`src/hw/rtl/gsbc_pkg.sv`:
```
// gyro still-bias calibrator: shared widths, constants, phase and csr codes
// used by every module of the block; depends on nothing
package gsbc_pkg;

   localparam int NUM_AXES    = 3;
   localparam int RAW_W       = 16;
   localparam int THR_W       = 16;
   localparam int CNT_W       = 10;
   localparam int SUM_W       = 25;
   localparam int RATE_W      = 21;
   localparam int Q_FRAC      = 4;
   localparam int AVG_SAMPLES = 500;

   // reciprocal sizing for the mean: numerator is |sum| in Q4, below 2**NUM_W
   // a shift of NUM_W + DIV_W keeps the rounded-up reciprocal exact for it
   localparam int     NUM_W       = SUM_W + Q_FRAC;
   localparam int     DIV_W       = $clog2(AVG_SAMPLES + 1);
   localparam int     RECIP_SHIFT = NUM_W + DIV_W;
   localparam int     RECIP_W     = NUM_W + 2;
   localparam longint RECIP_MUL   =
      ((longint'(1) << RECIP_SHIFT) + longint'(AVG_SAMPLES) - 1) / longint'(AVG_SAMPLES);

   // port sizing
   localparam int CSR_ADDR_W = 2;
   localparam int CSR_DATA_W = 16;
   localparam int REQ_DATA_W = ((NUM_AXES * RAW_W + 7) / 8) * 8;
   localparam int RSP_BITS   = 2 + CNT_W + NUM_AXES * RATE_W;
   localparam int RSP_DATA_W = ((RSP_BITS + 7) / 8) * 8;

   typedef logic signed [RAW_W-1:0]  raw_type;
   typedef logic signed [SUM_W-1:0]  sum_type;
   typedef logic signed [RATE_W-1:0] rate_type;
   typedef logic [CNT_W-1:0]         count_type;
   typedef logic [THR_W-1:0]         thresh_type;

   localparam thresh_type THRESH_RESET = thresh_type'(8);
   localparam count_type  SETTLE_RESET = count_type'(100);
   localparam count_type  AVG_COUNT    = count_type'(AVG_SAMPLES);

   localparam sum_type SUM_MAX = {1'b0, {(SUM_W-1){1'b1}}};
   localparam sum_type SUM_MIN = {1'b1, {(SUM_W-1){1'b0}}};

   // calibration phase; the unused code behaves as calibrated
   typedef enum logic [1:0] {
      PH_WAIT = 2'd0,
      PH_AVG  = 2'd1,
      PH_DONE = 2'd2
   } phase_type;

   typedef enum logic [CSR_ADDR_W-1:0] {
      CSR_STILL_THRESHOLD = 2'd0,
      CSR_SETTLE_COUNT    = 2'd1
   } csr_index_type;

   // per-sample status from the tracker to the result stage
   typedef struct packed {
      phase_type phase;
      count_type progress;
      logic      fix;
   } track_status_type;

endpackage

```
`src/hw/rtl/gsbc_track.sv`:
```
// stillness detection, phase sequencing and per-axis sum accumulation
// depends on gsbc_pkg
module gsbc_track (
   input  logic                       clock,
   input  logic                       reset,
   input  logic                       step,
   input  gsbc_pkg::raw_type          sample [gsbc_pkg::NUM_AXES],
   input  gsbc_pkg::thresh_type       still_threshold,
   input  gsbc_pkg::count_type        settle_count,
   output gsbc_pkg::track_status_type status,
   output gsbc_pkg::sum_type          sum [gsbc_pkg::NUM_AXES]
);
   import gsbc_pkg::*;

   phase_type phase_ff, phase_in;
   count_type cnt_ff, cnt_in;
   logic      have_prev_ff;
   raw_type   prev_ff [NUM_AXES];
   sum_type   sum_ff  [NUM_AXES];
   sum_type   sum_in  [NUM_AXES];
   sum_type   sat_w   [NUM_AXES];

   logic signed [RAW_W:0] diff_w [NUM_AXES];
   logic [RAW_W:0]        mag_w  [NUM_AXES];
   logic signed [SUM_W:0] acc_w  [NUM_AXES];
   logic                  moved_w;
   logic                  still_w;
   logic                  fix_w;

   // per-axis change against the previous sample
   always_comb begin
      moved_w = 1'b0;
      for (int i = 0; i < NUM_AXES; i++) begin
         diff_w[i] = (RAW_W+1)'(sample[i]) - (RAW_W+1)'(prev_ff[i]);
         mag_w[i]  = diff_w[i][RAW_W] ? (RAW_W+1)'(-diff_w[i]) : (RAW_W+1)'(diff_w[i]);
         if (mag_w[i][RAW_W-1:0] > still_threshold) begin
            moved_w = 1'b1;
         end
      end
      still_w = have_prev_ff && !moved_w;
   end

   // saturating sum update
   always_comb begin
      for (int i = 0; i < NUM_AXES; i++) begin
         acc_w[i] = (SUM_W+1)'(sum_ff[i]) + (SUM_W+1)'(sample[i]);
         if (acc_w[i][SUM_W] != acc_w[i][SUM_W-1]) begin
            sat_w[i] = acc_w[i][SUM_W] ? SUM_MIN : SUM_MAX;
         end else begin
            sat_w[i] = acc_w[i][SUM_W-1:0];
         end
      end
   end

   // next state
   always_comb begin
      phase_in = phase_ff;
      cnt_in   = cnt_ff;
      sum_in   = sum_ff;
      fix_w    = 1'b0;
      case (phase_ff)
         PH_WAIT: begin
            if (still_w) begin
               if (cnt_ff >= settle_count) begin
                  phase_in = PH_AVG;
                  cnt_in   = '0;
               end else begin
                  cnt_in = cnt_ff + 1'b1;
               end
            end else begin
               cnt_in = '0;
            end
         end
         PH_AVG: begin
            if (still_w) begin
               if (cnt_ff < AVG_COUNT) begin
                  sum_in = sat_w;
                  cnt_in = cnt_ff + 1'b1;
               end else begin
                  fix_w    = 1'b1;
                  phase_in = PH_DONE;
                  cnt_in   = '0;
               end
            end else begin
               for (int i = 0; i < NUM_AXES; i++) begin
                  sum_in[i] = '0;
               end
               phase_in = PH_WAIT;
               cnt_in   = '0;
            end
         end
         default: begin
         end
      endcase
   end

   // outputs: status after this sample, sums before it
   always_comb begin
      status.phase    = phase_in;
      status.progress = cnt_in;
      status.fix      = fix_w;
      sum             = sum_ff;
   end

   // state registers, advanced on each input transfer
   always_ff @(posedge clock) begin
      if (reset) begin
         phase_ff     <= PH_WAIT;
         cnt_ff       <= '0;
         have_prev_ff <= 1'b0;
         for (int i = 0; i < NUM_AXES; i++) begin
            sum_ff[i]  <= '0;
            prev_ff[i] <= '0;
         end
      end else if (step) begin
         phase_ff     <= phase_in;
         cnt_ff       <= cnt_in;
         have_prev_ff <= 1'b1;
         sum_ff       <= sum_in;
         prev_ff      <= sample;
      end
   end

endmodule

```
`config.mk`:
```
export PLATFORM = sky130hd
export DESIGN_NAME = gsbc_track
export DESIGN_NICKNAME = d
export VERILOG_FILES = /design/src/hw/rtl/gsbc_pkg.sv /design/src/hw/rtl/gsbc_track.sv
export SDC_FILE = /design/constraint.sdc
export NUM_CORES = 1
export LEC_CHECK = 0
export ABC_AREA = 1
export BUFFER_PORTS_ARGS = -buffer_cell sky130_fd_sc_hd__buf_2
export CORE_UTILIZATION = 68
export CTS_BUF_LIST = sky130_fd_sc_hd__clkbuf_4
export DETAILED_ROUTE_END_ITERATION = 7
export PLACE_DENSITY = 0.95
export SYNTH_ARGS = -nofsm -noshare
export SYNTH_HDL_FRONTEND = slang
export SYNTH_SLANG_ARGS = --single-unit
```
`constraint.sdc`:
```
create_clock -name clock -period 12.7 [get_ports clock]
set_clock_uncertainty 0.2 [all_clocks]
set_input_delay 2.54 -clock clock [delete_from_list [all_inputs] [get_ports clock]]
set_output_delay 2.54 -clock clock [all_outputs]
set_load 0.005 [all_outputs]
```
==> summary.md, run 1 <==
| Metric | Value |
|---|---|
| Critical R2R Launch | `prev_ff[0]` |
| Clock Tree Root | `clkbuf_4` |
| Post-route total power | `1470 uW` |
| DIE AREA | `24800 um2` |
| Max IR drop VDD | `0.0544 mV` |
| NetSw | `673 uW` |
| Synth Area in Adders | `15.1%` |
| Max-Cap Viols | `0` |
| Core area | `23600 um2` |
| Largest net degree at the start of global routing | `104` |
| Area Growth Syn to Fin | `6.99%` |
| Hold_buf cts | `0` |
| CP startpoint kind | `input port` |
| Syn nets | `3069` |
| GP Congestion | `1.03` |
| Worst Path Max Fanout | `20` |
| CP max stage delay | `0.96 ns` |
| Outcome | `finished with violations` |
| DRC viols | `1` |
| HP Class | `flip-flop to flip-flop` |
| DRT antenna net count | `0` |
| Synth area leader | `nand2_1` |
| Slowest CP cell | `xor2_1` |
| Synth Area in XOR/XNOR | `4.18%` |
| Grt ovf | `0` |
| Clock power frac | `19.7%` |
| Slew Limit Fails | `0` |
| Detail Placement HPWL | `37100 um` |
| Synth warn | `0` |
| Violated checks | `design-rule violations` |
| Drt first pass iters | `8` |
| Sequential Power Share | `30.6%` |
| Setup bufs post-CTS | `0` |
| Period utilization | `77.8%` |
| Switching Share | `45.8%` |
| Total CTS buffers | `17` |
| Worst-skew pair later-pin latency | `0.59 ns` |
| Pwr/cell area | `83.4 nW/um2` |
| Post-Synthesis Cells | `2797` |
| Clk buf depth | `2` |
| RSZ-0062 raised after global routing | `no` |
| Post-Layout Cell Count | `3250` |
| Clock sinks | `136` |
| Post-synthesis cell type count | `42` |
| Final net count | `3189` |
| Post-route worst setup slack | `2.82 ns` |
| Crit Path Class | `input port to primary output` |
| Min Tclk post-route | `9.88 ns` |
| Slew @ Worst Pin | `1.24 ns` |
| CP Capture Type | `primary output` |
| Via Count | `18600` |
| Post-CTS sizing | `0` |
| Die width | `158 um` |
| Initial DRC count | `1559` |
| Hold path startpoint | `prev_ff[40]` |
| FILL cells | `2082` |
| Seq/Total Area, Yosys | `16.5%` |
| Clk slew on worst S/H paths | `0.13 ns` |
| CP delay by family, top | `simple AND/OR/NAND/NOR gates` |
| Number of global-route vias before repair | `16700` |
| Seq cells post-synth | `136` |
| Post-route setup TNS | `0 ns` |
| Leakage | `0.00965 uW` |
| Initial antenna violation count | `2` |
| Setup WS pre-CTS | `2.93 ns` |
| First-pass GRT wire length | `76600 um` |
| DR vias/cell | `5.71` |
| Setup crit start | `sample[0]` |
| Comb power frac | `49.7%` |
| Initial Utilization | `69.8%` |
| Dpl cells | `3217` |
| Post-synthesis mux area share | `0%` |
| Synth Area per Inst | `5.89 um2` |
| Synth top area cells | `nand2_1, dfxtp_1, ha_1` |
| Final hold slack | `0.270 ns` |
| Req. time, crit path | `9.96 ns` |
| Share of cells above drive strength 1 | `10.0%` |
| CP bufs+invs | `5` |
| P_int | `797 uW` |
| Syn Std Cell Area | `16500 um2` |
| I/O pins | `165` |
| CTS tree | `built` |
| Routed wire per std cell | `14.6 um` |
| Synth top area share | `19.5%` |
| All-Layer GR Usage | `37.9%` |
| Synth Area in Compound Gates | `14.7%` |
| Fmax | `0.101 GHz` |
| Row cnt | `56` |
| WL final | `47500 um` |
| Final Hold Vio Count | `0` |
| PortBufs | `164` |
| Combinational family with the most area after synthesis | `simple AND/OR/NAND/NOR gates` |
| Crit path DAT | `7.14 ns` |
| H-tree Lvls | `4` |
| Die height | `158 um` |
| Worst slew margin | `16.8%` |
| Setup Viol. Count Final | `0` |
| Synth Area in Simple Gates | `38.1%` |
## final cells by class
cell class | count | area [um2] | share of cell area, %
Clock inverter | 14 | 123 | 0.696
Sequential cell | 136 | 2720 | 15.5
Timing Repair Buffer | 167 | 846 | 4.80
Multi-Input combinational cell | 2190 | 11900 | 67.4
Inverter | 405 | 1520 | 8.63
Antenna cell | 1 | 2.50 | 0.0142
Clock buffer | 18 | 135 | 0.767
Tap cell | 319 | 399 | 2.26
## worst register-to-register path, delay by kind of cell, from the launching register on
family / cells / cell delay, ns
simple gates: 15 / 2.45
xor+xnor: 2 / 1.18
fa+ha+maj: 3 / 0.91
buf+inv: 3 / 0.79
compound gates: 3 / 0.45
flops: 1 / 0.33
## cell families after synthesis
| logic type | after synthesis |
|---|---|
| compound gates | 448 |
| simple gates | 1471 |
| fa+ha+maj | 195 |
| flops | 136 |
| xor+xnor | 76 |
| buf+inv | 471 |
## per-layer routing
layer / global-route usage [%] / up-vias / share of wire [%]
met4: 14.1 / 2 / 2.7
met1: 48.9 / 8313 / 44
li1: - / 9288 / -
met5: 0 / - / 0.027
met2: 62.8 / 833 / 45
met3: 6.76 / 116 / 8.9
## stage by stage
stage          util (%)  area, um2
2_1_floorplan         -      16500
3_3_place_gp       73.5      17400
3_5_place_dp       73.5      17400
4_1_cts            74.6      17600
5_1_grt            74.6      17600
6_report           74.6      17600
## cell usage after synthesis
cell type  number
a211oi_1        3
a21boi_0        1
a21o_1          9
a21oi_1       250
a21oi_2        23
a31oi_1         2
and2_1          7
and2b_1         1
buf_1           1
buf_2          16
buf_4           9
buf_6           4
buf_8           2
clkbuf_1       34
clkinv_1        2
dfxtp_1       136
fa_1            6
ha_1          189
inv_1         394
inv_2           9
nand2_1       856
nand2_2        32
nand2_4         3
nand3_1       199
nand3_2         4
nand3b_1       21
nand4_1        67
nor2_1        238
nor2_2          7
nor2_4          1
nor2_8          2
nor3_1         22
nor3_2          1
o211ai_1        4
o21a_1          2
o21ai_0       132
o21ai_1         6
o21bai_1       16
or2_2          10
xnor2_1        28
xor2_1         45
xor2_2          3
## placed cells by master (no fill, tap or decap), drive strengths merged
master    synthesis  layout
o21ai           138     138
xnor2            28      28
a21o              9       9
nor3             23      23
nand4            67      67
clkinv            2       7
nand3           203     203
o21bai           16      16
diode             0       1
inv             403     407
xor2             48      48
nor2            248     248
nand3b           21      21
clkinvlp          0       4
ha              189     189
a21oi           273     273
or2              10      10
fa                6       6
o211ai            4       4
a211oi            3       3
a21boi            1       1
o21a              2       2
and2              7       7
and2b             1       1
a31oi             2       2
dfxtp           136     136
bufinv            0       1
nand2           891     891
clkbuf           34      18
buf              32     167
## worst paths after layout
path                            depth (start not counted)           to  slack (ns)
worst max-delay path                                   26    status[5]        2.82
worst max register to register                         26      sum[28]        6.26
worst min register to register                          2  prev_ff[40]        0.27
worst min-delay path                                    2  prev_ff[40]        0.27
## power groups by stage
stage	Sequential [uW]	Combinational, uW	Clock (uW)
floorplan	457	556	0
global placement	458	675	0
detailed placement	459	711	0
CTS	449	716	293
global route	451	823	310
finish	450	731	289
## sequential cells by signal, indices dropped and copies added, names as in the netlist
signal and cells:
phase_ff 2, sum 75, cnt_ff 10, have_prev_ff 1, prev_ff 48
No activity file was read; power rests on OpenSTA's default activity.
==> run 2: changes to the inputs <==
ABC_AREA = 0   (was 1)
CORE_UTILIZATION = 56   (was 68)
PLACE_DENSITY = 0.87   (was 0.95)
clock period = 8.37 ns   (was 12.7 ns; I/O delays follow)
==> summary.md, run 2 <==
| Metric | Value |
|---|---|
| Initial DRC count | `961` |
| Syn Std Cell Area | `14000 um2` |
| Setup Viol. Count Final | `11` |
| CP delay by family, top | `simple AND/OR/NAND/NOR gates` |
| GP Congestion | `0.943` |
| Area Growth Syn to Fin | `15.8%` |
| Via Count | `14300` |
| Die height | `160 um` |
| Synth warn | `0` |
| Largest net degree at the start of global routing | `63` |
| CP bufs+invs | `4` |
| Clk slew on worst S/H paths | `0.13 ns` |
| Setup WS pre-CTS | `-0.120 ns` |
| Synth top area share | `19.4%` |
| Req. time, crit path | `6.50 ns` |
| FILL cells | `1966` |
| CTS tree | `built` |
| RSZ-0062 raised after global routing | `yes` |
| Worst slew margin | `32.5%` |
| Core area | `24500 um2` |
| Post-Synthesis Cells | `1795` |
| Crit path DAT | `6.76 ns` |
| Routed wire per std cell | `16.7 um` |
| Post-route setup TNS | `-1.83 ns` |
| Total CTS buffers | `17` |
| Number of global-route vias before repair | `13100` |
| Slew @ Worst Pin | `1.01 ns` |
| DIE AREA | `25700 um2` |
| Synth area leader | `dfxtp_1` |
| Worst-skew pair later-pin latency | `0.57 ns` |
| Synth cell count leaders | `ha_1, nor2_1, a21oi_1` |
| First-pass GRT wire length | `60400 um` |
| Grt ovf | `0` |
| Most common cell after layout, fill and taps aside | `ha_1` |
| CP startpoint kind | `input port` |
| Seq/Total Area, Yosys | `19.4%` |
| Synth Flop Type | `dfxtp_1` |
| Area of the multi-input gates | `11000 um2` |
| PortBufs | `164` |
| Synth Area in Simple Gates | `18.4%` |
| Drt first pass iters | `5` |
| Share of cells above drive strength 1 | `18.4%` |
| Fmax | `0.116 GHz` |
| All-Layer GR Usage | `27.8%` |
| Syn nets | `2067` |
| Die width | `160 um` |
| Synth Area in Compound Gates | `26.7%` |
| Commonest cells after routing, fill and taps aside | `ha_1, nor2_1, buf_2` |
| Violated checks | `negative setup slack` |
| CP Capture Type | `primary output` |
| Detail Placement HPWL | `27500 um` |
| CP most frequent cell | `buf_2` |
| Synth top area cells | `dfxtp_1, ha_1, a21oi_1` |
| Max IR drop VDD | `0.103 mV` |
| Combinational family with the most area after synthesis | `compound AO/OA/AOI/OAI gates` |
| Post-route worst setup slack | `-0.268 ns` |
| Post-synthesis cell type count | `97` |
| Hold_buf cts | `0` |
| DRT antenna net count | `0` |
| Outcome | `finished with violations` |
| Seq cells post-synth | `136` |
| Final Hold Vio Count | `0` |
| Clock Tree Root | `clkbuf_4` |
| Slowest CP cell | `or4bb_1` |
| Clk buf depth | `2` |
| Leakage | `0.00765 uW` |
| H-tree Lvls | `4` |
| HP Class | `flip-flop to flip-flop` |
| Row cnt | `57` |
| CP max stage delay | `0.53 ns` |
| Asr flop ratio synth | `0%` |
| Max reg flops | `75` |
| Min Tclk post-route | `8.64 ns` |
| Clock sinks | `136` |
| Initial Utilization | `57.3%` |
| Post-synthesis mux area share | `4.09%` |
| I/O pins | `165` |
| Most frequent cell after synthesis | `ha_1` |
| DRC viols | `0` |
| Crit Path Class | `input port to primary output` |
| Synth Area in Adders | `17.7%` |
| Period utilization | `103%` |
| Slew Limit Fails | `0` |
| CP Cell Sequence | `buf_2 > ha_4 > a21o_1 > and2_1 > a311oi_1 > o21ai_0 > or3_4 > a211oi_4 > and3_4 > o22ai_2 > xnor2_1 > ha_1 > nand4_1 > nor3_2 > a21boi_2 > or4bb_1 > a22oi_2 > nand3_4 > nor3_4 > buf_6 > buf_12 > a41oi_2 > a31oi_1 > buf_2` |
| DR vias/cell | `6.19` |
| EDFF count, synth | `0` |
| Synth Area in XOR/XNOR | `8.55%` |
| Register area | `2720 um2` |
| R2R Setup Slk | `2.02 ns` |
| Synth Area per Inst | `7.82 um2` |
| Worst Path Max Fanout | `5` |
| WL final | `38700 um` |
| Pwr/cell area | `126 nW/um2` |
| Max-Cap Viols | `0` |
| Final net count | `2246` |
| Initial antenna violation count | `1` |
## run 2: timing repair
action	CTS	global route
gates cloned	0	3
setup buffers	1	19
resized for setup	14	81
pin swaps	6	41
setup endpoints to repair	9	13
## run 2: area by class of cell
class	instances	share of cell area (%)
multi-input combinational	1475	67.7
sequential	136	16.8
timing repair buffer	230	8.78
inverter	114	2.65
tap	324	2.49
clock buffer	18	0.831
clock inverter	14	0.770
antenna	1	0.0154
## run 2: worst register-to-register path, cell delays in order (launching register included)
cell and delay, ns:
dfxtp_1 0.43, inv_1 0.09, ha_4 0.21, nor2b_2 0.16, o31a_1 0.33, o211ai_1 0.18
buf_4 0.16, a21oi_2 0.07, or3_4 0.41, a211oi_4 0.29, and3_4 0.23, o22ai_2 0.08
xnor2_1 0.21, ha_1 0.28, nand4_1 0.15, nor3_2 0.08, a21boi_2 0.17, or4bb_1 0.53
a22oi_2 0.24, buf_4 0.17, buf_4 0.11, nand4_4 0.19, a211oi_4 0.64, nand2b_2 0.26
o41ai_1 0.40
## run 2: cell families (layout without fill, tap and decap cells)
family                   count (synthesis)  in the layout
AO/OA/AOI/OAI                          560            560
AND/OR/NAND/NOR                        526            526
adder cells (fa/ha/maj)                195            195
buffers and inverters                  184            376
XOR/XNOR                               137            137
flip-flops                             136            136
multiplexers                            57             57
other                                    0              1
## run 2: per-layer routing
metal  up-vias  share of wire, %  global-route usage, %
met4         0               2.9                   11.0
met1      6727                44                   35.9
met2       558                47                   46.6
li1       6915                 -                      -
met5         -                 0                      0
met3       105               6.6                   4.10
## run 2: final timing paths
| check | from | to | cells after the start |
|---|---|---|---|
| setup / recovery | sample[9] | status[5] | 24 |
| hold / removal | sum[46] | sum[46] | 2 |
| setup reg to reg | prev_ff[1] | sum[21] | 24 |
| hold reg to reg | sum[46] | sum[46] | 2 |
## run 2: per-stage QoR
step	utilization (%)	total power, uW	hold WS [ns]	std cells	instance area [um2]
after floorplan	-	1280	0.239	1795	14000
after global placement	62.6	1460	0.256	2256	15300
after detailed placement	62.6	1500	0.262	2256	15300
after CTS	64.0	1940	0.280	2289	15700
after global routing	66.4	2190	0.303	2312	16300
final	66.4	2050	0.277	2312	16300
## run 2: power by group
group / switching [uW] / total, uW / internal, uW
clock: 279 / 431 / 151
sequential: 8.43 / 670 / 662
combinational: 531 / 954 / 423
