File: config.mk
export PLATFORM = sky130hd
export DESIGN_NAME = gsbc_bias_div
export DESIGN_NICKNAME = d
export VERILOG_FILES = /design/src/hw/rtl/gsbc_pkg.sv /design/src/hw/rtl/gsbc_bias_div.sv
export SDC_FILE = /design/constraint.sdc
export NUM_CORES = 1
export LEC_CHECK = 0
export BUFFER_PORTS_ARGS = -buffer_cell sky130_fd_sc_hd__buf_2
export CORE_UTILIZATION = 65
export DETAILED_ROUTE_END_ITERATION = 10
export MAX_ROUTING_LAYER = met4
export PLACE_DENSITY = 0.83
export SLEW_MARGIN = 20
export SYNTH_ARGS = -nofsm -noshare
export SYNTH_HDL_FRONTEND = slang
export SYNTH_SLANG_ARGS = --single-unit
File: constraint.sdc
create_clock -name clock -period 18.3 [get_ports clock]
set_input_delay 0.915 -clock clock [delete_from_list [all_inputs] [get_ports clock]]
set_output_delay 0.915 -clock clock [all_outputs]
set_load 0.01 [all_outputs]
File: src/hw/rtl/gsbc_pkg.sv
// gyro still-bias calibrator: shared widths, constants, phase and csr codes
// used by every module of the block; depends on nothing
package gsbc_pkg;

   localparam int NUM_AXES    = 3;
   localparam int RAW_W       = 16;
   localparam int THR_W       = 16;
   localparam int CNT_W       = 10;
   localparam int SUM_W       = 25;
   localparam int RATE_W      = 21;
   localparam int Q_FRAC      = 4;
   localparam int AVG_SAMPLES = 500;

   // reciprocal sizing for the mean: numerator is |sum| in Q4, below 2**NUM_W
   // a shift of NUM_W + DIV_W keeps the rounded-up reciprocal exact for it
   localparam int     NUM_W       = SUM_W + Q_FRAC;
   localparam int     DIV_W       = $clog2(AVG_SAMPLES + 1);
   localparam int     RECIP_SHIFT = NUM_W + DIV_W;
   localparam int     RECIP_W     = NUM_W + 2;
   localparam longint RECIP_MUL   =
      ((longint'(1) << RECIP_SHIFT) + longint'(AVG_SAMPLES) - 1) / longint'(AVG_SAMPLES);

   // port sizing
   localparam int CSR_ADDR_W = 2;
   localparam int CSR_DATA_W = 16;
   localparam int REQ_DATA_W = ((NUM_AXES * RAW_W + 7) / 8) * 8;
   localparam int RSP_BITS   = 2 + CNT_W + NUM_AXES * RATE_W;
   localparam int RSP_DATA_W = ((RSP_BITS + 7) / 8) * 8;

   typedef logic signed [RAW_W-1:0]  raw_type;
   typedef logic signed [SUM_W-1:0]  sum_type;
   typedef logic signed [RATE_W-1:0] rate_type;
   typedef logic [CNT_W-1:0]         count_type;
   typedef logic [THR_W-1:0]         thresh_type;

   localparam thresh_type THRESH_RESET = thresh_type'(8);
   localparam count_type  SETTLE_RESET = count_type'(100);
   localparam count_type  AVG_COUNT    = count_type'(AVG_SAMPLES);

   localparam sum_type SUM_MAX = {1'b0, {(SUM_W-1){1'b1}}};
   localparam sum_type SUM_MIN = {1'b1, {(SUM_W-1){1'b0}}};

   // calibration phase; the unused code behaves as calibrated
   typedef enum logic [1:0] {
      PH_WAIT = 2'd0,
      PH_AVG  = 2'd1,
      PH_DONE = 2'd2
   } phase_type;

   typedef enum logic [CSR_ADDR_W-1:0] {
      CSR_STILL_THRESHOLD = 2'd0,
      CSR_SETTLE_COUNT    = 2'd1
   } csr_index_type;

   // per-sample status from the tracker to the result stage
   typedef struct packed {
      phase_type phase;
      count_type progress;
      logic      fix;
   } track_status_type;

endpackage

File: src/hw/rtl/gsbc_bias_div.sv
// one-axis offset unit: sum*16 over the sample count by reciprocal multiply,
// truncated toward zero, busy until the signed offset is registered; depends on gsbc_pkg
module gsbc_bias_div (
   input  logic               clock,
   input  logic               reset,
   input  logic               start,
   input  gsbc_pkg::sum_type  sum,
   output logic               busy,
   output gsbc_pkg::rate_type offset
);
   import gsbc_pkg::*;

   localparam int                 PROD_W = SUM_W + RECIP_W;
   localparam int                 Q_LSB  = RECIP_SHIFT - Q_FRAC;
   localparam logic [RECIP_W-1:0] RECIP  = RECIP_W'(RECIP_MUL);

   logic [SUM_W-1:0]  mag_ff;
   logic              neg_ff;
   logic              busy_ff;
   logic              scaled_ff;
   logic [RATE_W-1:0] quo_ff;
   rate_type          offset_ff;

   logic [SUM_W-1:0]  mag_w;
   logic [PROD_W-1:0] prod_w;

   // magnitude of the captured sum
   assign mag_w = sum[SUM_W-1] ? SUM_W'(-sum) : SUM_W'(sum);

   // |sum| * 16 / AVG_SAMPLES as a multiply by the scaled reciprocal
   assign prod_w = PROD_W'(mag_ff) * PROD_W'(RECIP);

   // sequencing: capture, multiply, apply the sign
   always_ff @(posedge clock) begin
      if (reset) begin
         busy_ff   <= 1'b0;
         scaled_ff <= 1'b0;
         offset_ff <= '0;
      end else if (start) begin
         busy_ff   <= 1'b1;
         scaled_ff <= 1'b0;
      end else if (busy_ff) begin
         if (scaled_ff) begin
            busy_ff   <= 1'b0;
            scaled_ff <= 1'b0;
            offset_ff <= neg_ff ? rate_type'(-quo_ff) : rate_type'(quo_ff);
         end else begin
            scaled_ff <= 1'b1;
         end
      end
   end

   // datapath, no reset needed
   always_ff @(posedge clock) begin
      if (start) begin
         mag_ff <= mag_w;
         neg_ff <= sum[SUM_W-1];
      end else if (busy_ff && !scaled_ff) begin
         quo_ff <= prod_w[Q_LSB +: RATE_W];
      end
   end

   assign busy   = busy_ff;
   assign offset = offset_ff;

endmodule

==> results of run 1 <==
[per-stage QoR]
step                      cells  worst slack (ns)
after floorplan            1371             11.86
after global placement     1680             11.11
after detailed placement   1680             11.09
after CTS                  1696             11.05
after global routing       1696             10.76
final                      1696             11.08
[kinds of logic (layout without fill, tap and decap cells)]
group	count (synthesis)	after routing	share of synthesized area (%)
xor+xnor	58	58	3.69
simple gates	168	168	6.27
compound gates	204	204	9.74
fa+ha+maj	491	491	56.3
buf+inv	378	433	10.3
flops	70	70	13.6
mux	2	2	0.145
[registers in the layout, summed over array words and instances (netlist names)]
name / flops
offset: 21
mag_ff: 25
quo_ff: 21
busy: 1
neg_ff: 1
scaled_ff: 1
[cell usage in the layout, fill, tap and decap left out, types with 6 or more instances in the layout]
cell type,count
a211oi_1,16
a21o_1,28
a21oi_1,64
and3_1,13
and4_1,7
buf_2,49
clkbuf_16,9
dfxtp_1,23
edfxtp_1,47
fa_1,215
ha_1,276
inv_1,366
nand2_1,51
nand3_1,13
nand4_1,14
nor2_1,32
o21ai_0,40
o21bai_1,7
o31ai_1,11
o41ai_1,6
or2_2,6
xnor2_1,40
xor2_1,18
[critical path, stage by stage, from the launching register on]
cell and delay, ns:
edfxtp_1 0.69, inv_1 0.10, ha_1 0.36, xnor2_1 0.29
ha_1 0.34, fa_1 0.55, fa_1 0.55, fa_1 0.53
fa_1 0.54, inv_1 0.05, fa_1 0.52, inv_1 0.04
ha_1 0.35, and4_1 0.23, and3_1 0.17, a22oi_1 0.21
o211ai_1 0.16, a2111oi_2 0.65, o21ai_1 0.26, and4_1 0.24
a311oi_1 0.23
[layout make-up]
class                           instances  area (sq um)  share of cell area, %
Multi-Input combinational cell        923         10500                   71.8
Inverter                              366          1370                   9.39
Clock inverter                          7          61.3                  0.419
Clock buffer                            9           225                   1.54
Tap cell                              270           338                   2.31
Sequential cell                        70          1870                   12.8
Timing Repair Buffer                   51           260                   1.78
[worst min path at each step]
stage,from,endpoint,depth (start not counted)
after floorplan,offset[10],offset[10],2
after global placement,offset[16],offset[16],2
after detailed placement,offset[12],offset[12],2
after CTS,offset[12],offset[12],2
after global routing,offset[8],offset[8],2
final,offset[18],offset[18],2
[metal layers]
layer | GRT usage, % | share of wire [%] | vias to the layer above
met3 | 9.20 | 8.9 | 65
met4 | 11.5 | 3.2 | 0
met2 | 54.2 | 45 | 356
li1 | - | - | 4576
met1 | 46.1 | 43 | 4688
met5 | - | 0 | -
==> qor.txt, run 1 <==
Worst Path Max Fanout: 10
Die Ht: 148 microns
Synth cell types: 58
DRC viols: 0
Syn Inst Count: 1371
Syn Nets: 1890
area share of the largest cell type after synthesis: 31.2%
Post-Syn Area per Cell: 10.1 sq um
top post-synthesis cells by count: 366 x inv_1, 276 x ha_1, 215 x fa_1
starting density of the core: 67.3%
n_diodes: 0
initial antenna violation count: 1
Fin. Hold Viols: 0
crit path from: mag_ff[23]
number of vias per cell: 5.71
Critical Path End Type: flip-flop
Ys Warns: 0
RSZ-0062 raised after global routing: false
Die W: 148 microns
final net count: 1940
design area: 14600 sq um
Worst setup SP type: flip-flop
Vias: 9685
EDFF count, synth: 47
CTS root buf: clkbuf_16
PostCTS Resize Cnt: 0
setup violators final: 0
Post-Place Cell Area: 14300 sq um
largest net degree at the start of global routing: 33
Slew @ Worst Pin: 0.712 ns
Post-synth top flop: edfxtp_1
global-route wire length before repair: 54800 microns
fraction of registers with async set/reset: 0%
share of layout cells above drive strength 1: 5.89%
r2r endpoint: quo_ff[15]
setup TNS: 0 ns
Clock transition at path regs: 0.07 ns
hpwl dp: 30900 microns
outcome: finished, final reports clean
Core Footprint: 20500 sq um
total track usage: 35.4%
row count: 52
largest area contributor in the netlist: fa_1
Pre-antenna DRT Iters: 5
cts-stage hold buffer count: 0
worst rel slew slack: 52.5%
overall routed net length: 35200 microns
TritonCTS clock tree: done
Max Cap Violations: 0
total setup buffers inserted after CTS: 0
wire per inst: 20.8 microns
H-tree depth: 3
io pins: 50
Slew Limit Fails: 0
R2R depth: 20
clock sinks: 70
crit path DAT: 7.41 ns
worst hold path class: reg -> reg
GRT Residual Overflow: 0
Final Util: 71.4%
Clock Skews: 0.0157 ns
Reg2Reg Setup Slack: 11.08 ns
number of global-route vias before repair: 10.2k
final worst path period share: 39.5%
top post-synthesis cells by area: fa_1 31%, ha_1 25%, edfxtp_1 10%, inv_1 10%, dfxtp_1 3.3%
fin crit period: 7.22 ns
sequential share of the synthesized area: 13.6%
worst skew pair latency: 0.36 ns
CP Class: reg -> reg
Post-Syn Area: 13800 sq um
FF-to-FF Start: mag_ff[23]
Setup crit end: quo_ff[15]
DR iter-0 viols: 562
fmax: 138 MHz
GP Congestion: 0.983
Die Area: 21800 sq um
Longest Clk Path Bufs: 2
Port-buffer cells: 49
Final ANT Viol Nets: 0
Critical Path RT: 18.48 ns
CTS Buf Count: 9
Yosys reg bits: 70
top-count cell post-synth: inv_1
Min Hold Slack: 0.452 ns
Area growth, synth to finish: 6.18%
Filler cells: 1546
Power of run 1 is left out: the tool's default activity adds up to more than one toggle a clock period on the data nets, which glitch-free logic cannot reach.
==> run 2: changes to the inputs <==
--- a/config.mk
+++ b/config.mk
@@ -6,10 +6,10 @@
 export NUM_CORES = 1
 export LEC_CHECK = 0
 export BUFFER_PORTS_ARGS = -buffer_cell sky130_fd_sc_hd__buf_2
-export CORE_UTILIZATION = 65
+export CORE_UTILIZATION = 59
 export DETAILED_ROUTE_END_ITERATION = 10
 export MAX_ROUTING_LAYER = met4
-export PLACE_DENSITY = 0.83
+export PLACE_DENSITY = 0.79
 export SLEW_MARGIN = 20
 export SYNTH_ARGS = -nofsm -noshare
 export SYNTH_HDL_FRONTEND = slang
==> constraint.sdc (replaced) <==
create_clock -name clock -period 6.1 [get_ports clock]
set_input_delay 0.305 -clock clock [delete_from_list [all_inputs] [get_ports clock]]
set_output_delay 0.305 -clock clock [all_outputs]
set_load 0.01 [all_outputs]
==> qor.txt, run 2 (synthesis gave the netlist of run 1 again) <==
outcome: complete, but fails checks
failing checks: negative setup slack
placed cells: 1876 (+12%)
Critical Path RT: 6.19 ns (-12.29 ns)
Vias: 10.5k (+8.9%)
DRC viols: 0 (unchanged)
Final ANT Viol Nets: 0 (unchanged)
wire per inst: 19.3 microns (-7.2%)
Fin. Hold Viols: 0 (unchanged)
max reg flops: 25 (unchanged)
Die Ht: 155 microns (+4.9%)
largest net degree at the start of global routing: 33 (unchanged)
Slew @ Worst Pin: 0.818 ns (+0.106 ns)
FF-to-FF Start: mag_ff[14]
TritonCTS clock tree: done
Die Area: 24000 sq um (+10%)
most common cell after layout, fill and taps aside: inv_1
Min-Delay Startpoint: sum[0]
Core Footprint: 22800 sq um (+11%)
share of layout cells above drive strength 1: 25.4% (+20 points)
Max Cap Violations: 0 (unchanged)
R2R depth: 21 (+5.0%)
most frequent cells in the layout: 350 x inv_1, 235 x ha_1, 201 x buf_4
worst rel slew slack: 45.5% (-7.1 points)
row count: 55 (+5.8%)
Longest Clk Path Bufs: 2 (unchanged)
io pins: 50 (unchanged)
CTS Buf Count: 9 (unchanged)
n_diodes: 0 (unchanged)
Port-buffer cells: 49 (unchanged)
starting density of the core: 60.5% (-6.7 points)
GP Congestion: 1.01 (+3.1%)
Top reg by flops: mag_ff
worst hold path class: in -> reg
H-tree depth: 3 (unchanged)
Hold Crit Endpoint: mag_ff[0]
hpwl dp: 31800 microns (+2.7%)
clock sinks: 70 (unchanged)
fmax: 158 MHz (+14%)
Slew Limit Fails: 0 (unchanged)
Final WS setup: -0.247 ns (-11.32 ns)
Worst Path Max Fanout: 5 (-5)
overall routed net length: 37500 microns (+6.5%)
initial antenna violation count: 0 (-1)
final net count: 2146 (+11%)
cts-stage hold buffer count: 0 (unchanged)
Worst setup SP type: flip-flop
global-route wire length before repair: 57400 microns (+4.8%)
Critical Path End Type: flip-flop
DR iter-0 viols: 546 (-2.8%)
Die W: 155 microns (+4.9%)
RSZ-0062 raised after global routing: true
crit path DAT: 6.44 ns (-0.97 ns)
final worst path period share: 104% (+65 points)
Reg2Reg Setup Slack: -0.25 ns (-11.32 ns)
number of global-route vias before repair: 10.9k (+7.2%)
CP Class: reg -> reg
total track usage: 33.1% (-2.3 points)
Pre-antenna DRT Iters: 6 (+1)
hold path cells: 1 (-1)
Clock transition at path regs: 0.08 ns (about the same)
CTS root buf: clkbuf_16
number of vias per cell: 5.42 (-5.1%)
setup TNS: -2.53 ns (-2.53 ns)
fin crit period: 6.35 ns (-0.876 ns)
GRT Residual Overflow: 0 (unchanged)
setup violators final: 15 (+15)
Area growth, synth to finish: 23.7%
Post-Layout Cell Count: 1945 (+15%)
Clock Skews: 0.0195 ns (+0.00383 ns)
r2r endpoint: quo_ff[19]
worst skew pair latency: 0.36 ns (about the same)
## run 2: changes by cell type in the layout (fill, tap and decap cells not counted), moves of 6 or more
cell,previous run,this run
buf_6,0,7
ha_4,0,34
fa_1,215,198
inv_2,0,14
buf_4,2,201
a21oi_2,0,14
a21oi_1,64,50
inv_1,366,350
fa_2,0,17
ha_1,276,235
o21ai_1,1,7
o21ai_0,40,29
ha_2,0,7
## run 2: worst max-delay path by stage
stage | from | cells after the start | endpoint
global route | mag_ff[14] | 21 | quo_ff[11]
finish | mag_ff[14] | 21 | quo_ff[19]
detailed placement | mag_ff[23] | 22 | quo_ff[15]
CTS | mag_ff[14] | 20 | quo_ff[19]
global placement | mag_ff[23] | 22 | quo_ff[15]
floorplan | mag_ff[14] | 22 | quo_ff[19]
## run 2: cell type report
class	instances	area, sq um
sequential	70	1870
timing repair buffer	257	1830
clock buffer	9	225
fill	1597	5730
tap	313	392
multi-input combinational	923	11300
inverter	366	1380
clock inverter	7	63.8
## run 2: per-layer routing
layer,wire (microns),track usage [%]
met3,2540,6.53
met1,16400,43.2
met4,1090,10.5
met5,0,-
met2,17500,52.2
## run 2: what timing repair did
action                                  in CTS  in global routing
endpoints found under the setup margin      20                 20
buffers inserted                            33                 21
resized for setup                           60                 74
pin swaps                                   47                 43
## run 2: stage by stage
step           hold slack (ns)  utilization [%]  worst slack, ns  area [sq um]
5_1_grt                  0.164             74.8           -0.446         17000
6_report                 0.170             74.8           -0.247         17000
3_5_place_dp             0.442             69.2           -0.538         15800
4_1_cts                  0.163             72.6           -0.174         16500
2_1_floorplan            0.378                -         0.000695         14000
3_3_place_gp             0.437             69.2           -0.490         15800
## run 2: critical path, cell delays in order, from the launching register on
cell and delay, ns:
edfxtp_1 0.41, buf_6 0.16, fa_2 0.40, fa_1 0.54, inv_2 0.05, fa_1 0.49, inv_1 0.05, fa_1 0.50
fa_1 0.45, fa_1 0.52, inv_2 0.04, fa_1 0.54, inv_2 0.05, ha_4 0.25, and4_4 0.24, and3_4 0.22
nand3_2 0.07, a2111o_1 0.31, and4_4 0.19, o31ai_4 0.28, a2111oi_2 0.12, nand4b_1 0.19
Power of run 2 is left out for the same reason.
==> run 3: changes to the inputs <==
--- a/config.mk
+++ b/config.mk
@@ -5,11 +5,12 @@
 export SDC_FILE = /design/constraint.sdc
 export NUM_CORES = 1
 export LEC_CHECK = 0
+export ABC_CLOCK_PERIOD_IN_PS = 7300
 export BUFFER_PORTS_ARGS = -buffer_cell sky130_fd_sc_hd__buf_2
-export CORE_UTILIZATION = 59
+export CORE_UTILIZATION = 65
 export DETAILED_ROUTE_END_ITERATION = 10
 export MAX_ROUTING_LAYER = met4
-export PLACE_DENSITY = 0.79
+export PLACE_DENSITY = 0.83
 export SLEW_MARGIN = 20
 export SYNTH_ARGS = -nofsm -noshare
 export SYNTH_HDL_FRONTEND = slang
==> constraint.sdc (replaced) <==
create_clock -name clock -period 7.3 [get_ports clock]
set_input_delay 0.365 -clock clock [delete_from_list [all_inputs] [get_ports clock]]
set_output_delay 0.365 -clock clock [all_outputs]
set_load 0.01 [all_outputs]
==> qor.txt, run 3 (synthesis gave the netlist of run 1 again) <==
outcome: finished, final reports clean
max reg flops: 25 (unchanged)
setup TNS: 0 ns (+2.53 ns)
crit path buf inv count: 4 (-1)
overall routed net length: 34700 microns (-7.5%)
critical path depth in cells: 20 (-4.8%)
Core Footprint: 20500 sq um (-10%)
GR met3 Demand/Resource: 7.25% (+0.72 points)
DP Worst Slack: 0.312 ns (+0.850 ns)
wire per inst: 20.2 microns (+4.7%)
Area growth, synth to finish: 7.33%
initial antenna violation count: 0 (unchanged)
CTS Buf Count: 9 (unchanged)
CP Class: reg -> reg
CP peak stage delay: 0.55 ns (about the same)
number of global-route vias before repair: 10.3k (-5.5%)
most common cell after layout, fill and taps aside: inv_1
share of layout cells above drive strength 1: 7.32% (-18 points)
fin crit period: 7.00 ns (+0.648 ns)
Clock Skews: 0.0140 ns (-0.00552 ns)
starting density of the core: 67.3% (+6.7 points)
hold path cells: 1 (unchanged)
Die Area: 21800 sq um (-9.1%)
Clock transition at path regs: 0.06 ns (-0.02 ns)
final worst path period share: 95.8% (-8.2 points)
DR iter-0 viols: 631 (+16%)
worst hold path class: in -> reg
critical-path cell list: ha_1 -> inv_1 -> fa_1 -> inv_1 -> fa_1 -> fa_1 -> fa_1 -> fa_1 -> inv_1 -> fa_1 -> inv_1 -> ha_1 -> and4_1 -> and3_1 -> nand3_1 -> a2111o_1 -> and4_1 -> o31ai_4 -> a2111oi_0 -> nand4b_1
Min-Delay Startpoint: sum[0]
R2R depth: 20 (-4.8%)
Slew @ Worst Pin: 1.08 ns (+0.260 ns)
hpwl dp: 30500 microns (-4.2%)
most frequent CP cell: fa_1
Reg2Reg Setup Slack: 0.30 ns (+0.55 ns)
worst skew pair latency: 0.36 ns (about the same)
Top reg by flops: mag_ff
row count: 52 (-5.5%)
cts-stage hold buffer count: 0 (unchanged)
final net count: 1962 (-8.6%)
TritonCTS clock tree: done
Die W: 148 microns (-4.7%)
RSZ-0062 raised after global routing: false
Vias: 9833 (-6.8%)
Pre-antenna DRT Iters: 5 (-1)
clock sinks: 70 (unchanged)
GRT Residual Overflow: 0 (unchanged)
GRT met1 Usage: 46.7% (+3.5 points)
Max Cap Violations: 0 (unchanged)
CTS root buf: clkbuf_16
fmax: 143 MHz (-9.3%)
worst rel slew slack: 28.0% (-17 points)
Slew Limit Fails: 0 (unchanged)
FF-to-FF Start: mag_ff[14]
DRC viols: 0 (unchanged)
Critical Path End Type: flip-flop
number of vias per cell: 5.72 (+5.6%)
Die Ht: 148 microns (-4.7%)
Hold Crit Endpoint: mag_ff[0]
GP Congestion: 1.04 (+2.8%)
Top Family by Delay on Critical Path: adder cells
r2r endpoint: quo_ff[19]
Port-buffer cells: 49 (unchanged)
setup violators final: 0 (-15)
crit path DAT: 7.09 ns (+0.65 ns)
total track usage: 35.1% (+2.0 points)
Worst setup SP type: flip-flop
Longest Clk Path Bufs: 2 (unchanged)
Worst Path Max Fanout: 8 (+3)
Critical Path RT: 7.39 ns (+1.20 ns)
Final ANT Viol Nets: 0 (unchanged)
io pins: 50 (unchanged)
Crit-path slowest cell: fa_1
global-route wire length before repair: 55100 microns (-4.0%)
most frequent cells in the layout: 366 x inv_1, 276 x ha_1, 215 x fa_1
Final WS setup: 0.304 ns (+0.552 ns)
GRT busiest layer: met2
n_diodes: 0 (unchanged)
H-tree depth: 3 (unchanged)
met2 Use GR: 54.7% (+2.4 points)
largest net degree at the start of global routing: 33 (unchanged)
Fin. Hold Viols: 0 (unchanged)
[run 3: cell types whose count changed in the layout (fill, tap and decap cells not counted), sizes merged]
cell and change:
inv +1, buf -184, clkinv -1
[run 3: worst max-delay path by stage]
stage / startpoint / endpoint / slack, ns
final: mag_ff[14] / quo_ff[19] / 0.30
after global routing: mag_ff[14] / quo_ff[19] / 0.009
after CTS: mag_ff[14] / quo_ff[19] / 0.31
after detailed placement: mag_ff[14] / quo_ff[19] / 0.31
after global placement: mag_ff[14] / quo_ff[19] / 0.46
after floorplan: mag_ff[14] / quo_ff[15] / 0.86
[run 3: repair_timing]
item                       4_1_cts  5_1_grt
setup endpoints to repair        0        1
resized for setup                0        0
buffers inserted                 0        4
[run 3: layer usage]
layer | vias to the layer above | share of wire [%]
li1 | 4610 | -
met1 | 4836 | 44
met2 | 331 | 46
met3 | 56 | 7.1
met4 | 0 | 2.6
met5 | - | 0
[run 3: cell type report]
class,instances,area [sq um]
timing repair buffer,73,425
multi-input combinational,923,10500
fill,1555,5700
inverter,366,1370
tap,270,338
clock inverter,7,58.8
sequential,70,1870
clock buffer,9,225
[run 3: stage by stage]
step	instance area (sq um)	utilization (%)	hold WS, ns	std cells
6_report	14800	72.2	0.260	1718
5_1_grt	14800	72.2	0.251	1718
4_1_cts	14800	72.0	0.250	1714
3_5_place_dp	14500	70.6	0.450	1698
3_3_place_gp	14500	70.6	0.438	1698
2_1_floorplan	13800	-	0.438	1371
Power of run 3 is left out for the same reason.
